**src/prs_pkg.sv**
```systemverilog
// Shared types and constants for the prefix range search block.
// Depends on nothing; every other file refers to it by scoped names.
package prs_pkg;

  // Fixed widths of the item fields and the configuration register.
  localparam int unsigned OP_W     = 1;
  localparam int unsigned IDX_W    = 12;
  localparam int unsigned KEY_IN_W = 48;
  localparam int unsigned LEN_W    = 3;
  localparam int unsigned CNT_W    = 13;

  // Keys are left-justified into this width before bytes are compared.
  localparam int unsigned KEY_ALN_W = 64;
  localparam int unsigned LEN_CAP_W = 4;
  localparam int unsigned CMP_BYTES = KEY_ALN_W / 8;

  localparam logic [OP_W-1:0] OP_WRITE  = 1'b0;
  localparam logic [OP_W-1:0] OP_SEARCH = 1'b1;

  typedef enum logic [1:0] {
    CMP_LT,
    CMP_EQ,
    CMP_GT
  } cmp_e;

  typedef enum logic [2:0] {
    ST_IDLE,
    ST_BS_RD,
    ST_BS_CMP,
    ST_SC_RD,
    ST_SC_CMP,
    ST_DONE
  } state_e;

endpackage

```
**src/prs_key_cmp.sv**
```systemverilog
// Byte-wise prefix comparison of a table key against a search prefix.
// Depends on prs_pkg; both operands arrive left-justified.
module prs_key_cmp (
  input  logic [prs_pkg::KEY_ALN_W-1:0] entry_i,
  input  logic [prs_pkg::KEY_ALN_W-1:0] prefix_i,
  input  logic [prs_pkg::LEN_CAP_W-1:0] len_i,
  output prs_pkg::cmp_e                 result_o
);

  always_comb begin
    logic       done;
    logic [7:0] a;
    logic [7:0] p;
    done     = 1'b0;
    result_o = prs_pkg::CMP_EQ;
    for (int b = 0; b < prs_pkg::CMP_BYTES; b++) begin
      a = entry_i[prs_pkg::KEY_ALN_W-1-8*b -: 8];
      p = prefix_i[prs_pkg::KEY_ALN_W-1-8*b -: 8];
      if (!done && (b < int'(len_i))) begin
        if (a != p) begin
          result_o = (a < p) ? prs_pkg::CMP_LT : prs_pkg::CMP_GT;
          done     = 1'b1;
        end else if (a == 8'd0) begin
          // A matching null byte ends the key, so the rest compares equal.
          done = 1'b1;
        end
      end
    end
  end

endmodule

```
**config.mk**
```make
export PLATFORM = sky130hd
export DESIGN_NAME = prs_key_cmp
export DESIGN_NICKNAME = d
export VERILOG_FILES = /design/src/prs_pkg.sv /design/src/prs_key_cmp.sv
export SDC_FILE = /design/constraint.sdc
export NUM_CORES = 1
export LEC_CHECK = 0
export BUFFER_PORTS_ARGS = -buffer_cell sky130_fd_sc_hd__buf_4
export CAP_MARGIN = 30
export CELL_PAD_IN_SITES_DETAIL_PLACEMENT = 1
export CELL_PAD_IN_SITES_GLOBAL_PLACEMENT = 1
export CORE_ASPECT_RATIO = 0.5
export CORE_UTILIZATION = 26
export DETAILED_ROUTE_END_ITERATION = 6
export PLACE_DENSITY = 0.77
export SLEW_MARGIN = 10
export SYNTH_ARGS = -nofsm -noshare
export SYNTH_HDL_FRONTEND = slang
export SYNTH_SLANG_ARGS = --single-unit
export TNS_END_PERCENT = 100
```
**constraint.sdc**
```tcl
create_clock -name vclk -period 1.96
set_input_delay 0.098 -clock vclk [all_inputs]
set_output_delay 0.098 -clock vclk [all_outputs]
set_load 0.005 [all_outputs]
```
==> summary.md <==
| Metric | Value |
|---|---|
| Status | `complete, but fails checks` |
| Failing checks | `negative setup slack` |
| Hold-fix buffers at CTS | `0` |
| CP cell instances | `buf_4 > inv_1 > ha_4 > nand4_1 > a211oi_2 > o22ai_4 > nor3_4 > o21a_1 > a21oi_1 > a22o_1 > a22oi_1 > buf_4` |
| Max stage delay cell, worst path | `a211oi_2` |
| CP peak stage delay | `330 ps` |
| Warnings, synthesis | `0` |
| Die width | `126 um` |
| Number of sequential cells | `0` |
| FF/Latch Area | `0 um^2` |
| Fill count | `roughly 910` |
| Iteration-0 DRC Markers | `92` |
| Highest clock rate | `about 440 MHz` |
| Hold Path Depth | `5` |
| Crit path arrival time | `2170 ps` |
| CP Max Fanout | `3` |
| Die height | `63.9 um` |
| Post-DR vias/cell | `about 5.0` |
| Inserted Diodes | `0` |
| Avg Cell Area, Syn | `a little over 7 um^2` |
| GRT overflow | `0` |
| P&R area growth vs syn | `96.7%` |
| Final Max Slew Viols | `0` |
| Final-report hold violation count | `0` |
| Min Tclk post-route | `2270 ps` |
| Unrepaired setup endpoints after global routing | `true` |
| Final #Nets | `roughly 640` |
| Worst setup SP type | `input port` |
| Worst EP required | `1860 ps` |
| Tcrit/Tclk final | `116%` |
| CP dominant cell by count | `buf_4` |
| Share of post-route cells with drive strength above 1 | `55.3%` |
| Hold Slack | `742 ps` |
| Clock buffers | `0` |
| Maxcap violations | `0` |
| VDD IR max | `75.3 uV` |
| Remaining antenna violation count | `0` |
| CP bufs+invs | `3` |
| Tightest Pin Transition | `474 ps` |
| Post-Route WL | `8370 um` |
| Vias in the first global route | `2682` |
| Family with the most delay on the worst path | `compound AO/OA/AOI/OAI gates` |
| Sequential share of the synthesized area | `0%` |
| DR DRC count | `0` |
| Rows | `22` |
| Wire per inst | `15.5 um` |
| Pre-CTS setup slack | `-341 ps` |
| Gpl congestion | `0.830` |
| Min setup slack post-route | `-311 ps` |
| Area after DPL | `0.00334 mm^2` |
| Largest net degree at the start of global routing | `8` |
| I/O Pins | `134` |
| Netlist cell types | `37` |
| Critical path class | `input port to output port` |
| Synth area leaders | `ha_1 40%, inv_1 12%, a21oi_1 6.3%` |
| Synthesized area | `0.00199 mm^2` |
| Gate Count Post-Synth | `277` |
| Finished Core Util | `53.2%` |
| Core Footprint | `0.00738 mm^2` |
| Levels on crit path | `12` |
| Worst relative slew slack | `68.2%` |
| 1st-pass router iterations | `4` |
| Power Density | `198 mW/mm^2` |
| Initial core utilization | `27.0%` |
| Hold crit path type | `input port to output port` |
| Port buffer count | `between 100 and 150` |
| Tot GR Track Use | `between 10% and 20%` |
| Syn_nets | `473` |
| Dpl hpwl | `6300 um` |
| Global-route wire length before repair | `11700 um` |
| LEAKAGE | `0.00189 uW` |
| Via count | `between 2000 and 3000` |
| Final Cell Area | `between 0.003 and 0.004 mm^2` |
| Final setup TNS | `-508 ps` |
| Share of the synthesized area in the top cell type | `40.2%` |
| Final setup violation count | `2` |
| Synth area leader | `ha_1` |
| CP Capture Type | `output port` |
| Die area | `0.00804 mm^2` |
| Initial antenna violation count | `0` |
-- cells by family after synthesis --
| logic type | after synthesis | synth area share (%) |
|---|---|---|
| buffers and inverters | 65 | 12.6 |
| and+or+nand+nor | 79 | 24.8 |
| AOI/OAI and AO/OA | 69 | 22.4 |
| adders and majority gates | 64 | 40.2 |
-- timing repair --
action	in CTS	in global routing
setup endpoints to repair	2	2
cloned	0	0
hold endpoints to repair	0	0
buffers inserted	4	4
pin swaps	11	20
resized for setup	21	70
-- stage by stage --
step	power, uW	cells
after detailed placement	626	537
final	775	539
after global routing	856	539
after CTS	657	538
after global placement	612	537
after floorplan	267	277
-- final cells by class --
| class | count | area [um^2] | area share (%) |
|---|---|---|---|
| Multi-Input combinational cell | 212 | 2240 | 57.2 |
| Timing Repair Buffer | 167 | 1290 | 33.0 |
| Inverter | 64 | 263 | 6.70 |
| Tap cell | 96 | 120 | 3.06 |
-- synth_stat cells --
library cell / count
nor4_2: 3
nand4_1: 15
o21bai_1: 1
nor4_1: 11
nand2_1: 5
a211oi_1: 2
nand3_1: 2
nor3_2: 4
or3_1: 1
a211oi_2: 3
inv_1: 64
a22oi_1: 1
nor4_4: 1
nand2b_1: 3
a21boi_0: 2
o21ai_0: 14
o22ai_1: 1
a22o_1: 1
o21ai_1: 1
nor3_1: 3
o211ai_1: 6
nor2b_1: 9
nand4_2: 1
a21oi_1: 25
a21o_1: 3
buf_6: 1
o22ai_4: 1
ha_1: 64
o41a_1: 1
or4_4: 1
a31oi_1: 2
or2_2: 1
o21a_1: 3
nor3b_1: 1
nand2_2: 1
nor2_1: 17
o31ai_1: 2
-- routing by layer --
layer	GRT usage (%)	routed length, um	vias to the layer above
met2	35.1	4340	76
met3	0.586	296	14
met1	21.4	3550	1250
met5	0	0	-
li1	-	-	1342
met4	0.602	190	0
-- power by group --
group	leakage (uW)	internal, uW	switching [uW]
clock	0	0	0
combinational	0.00189	438	336
sequential	0	0	0
total	0.00189	438	336
-- placed cells by master, fill, tap and decap left out, drive strengths merged --
cell type  netlist  final
nor3b            1      1
o21ai           15     15
o21bai           1      1
o41a             1      1
o21a             3      3
buf              1    167
o31ai            2      2
nand3            2      2
a31oi            2      2
or2              1      1
nor4            15     15
or4              1      1
nor3             7      7
or3              1      1
nand2b           3      3
nor2            17     17
a22oi            1      1
a21o             3      3
a22o             1      1
a211oi           5      5
nor2b            9      9
a21boi           2      2
a21oi           25     25
o211ai           6      6
o22ai            2      2
inv             64     64
nand2            6      6
nand4           16     16
ha              64     64
-- worst paths after layout --
path	start	end	slack [ps]
worst max-delay path	prefix_i[53]	result_o[1]	-310
worst min-delay path	entry_i[15]	result_o[1]	740
Note: power is estimated with default switching activity, not from simulation.
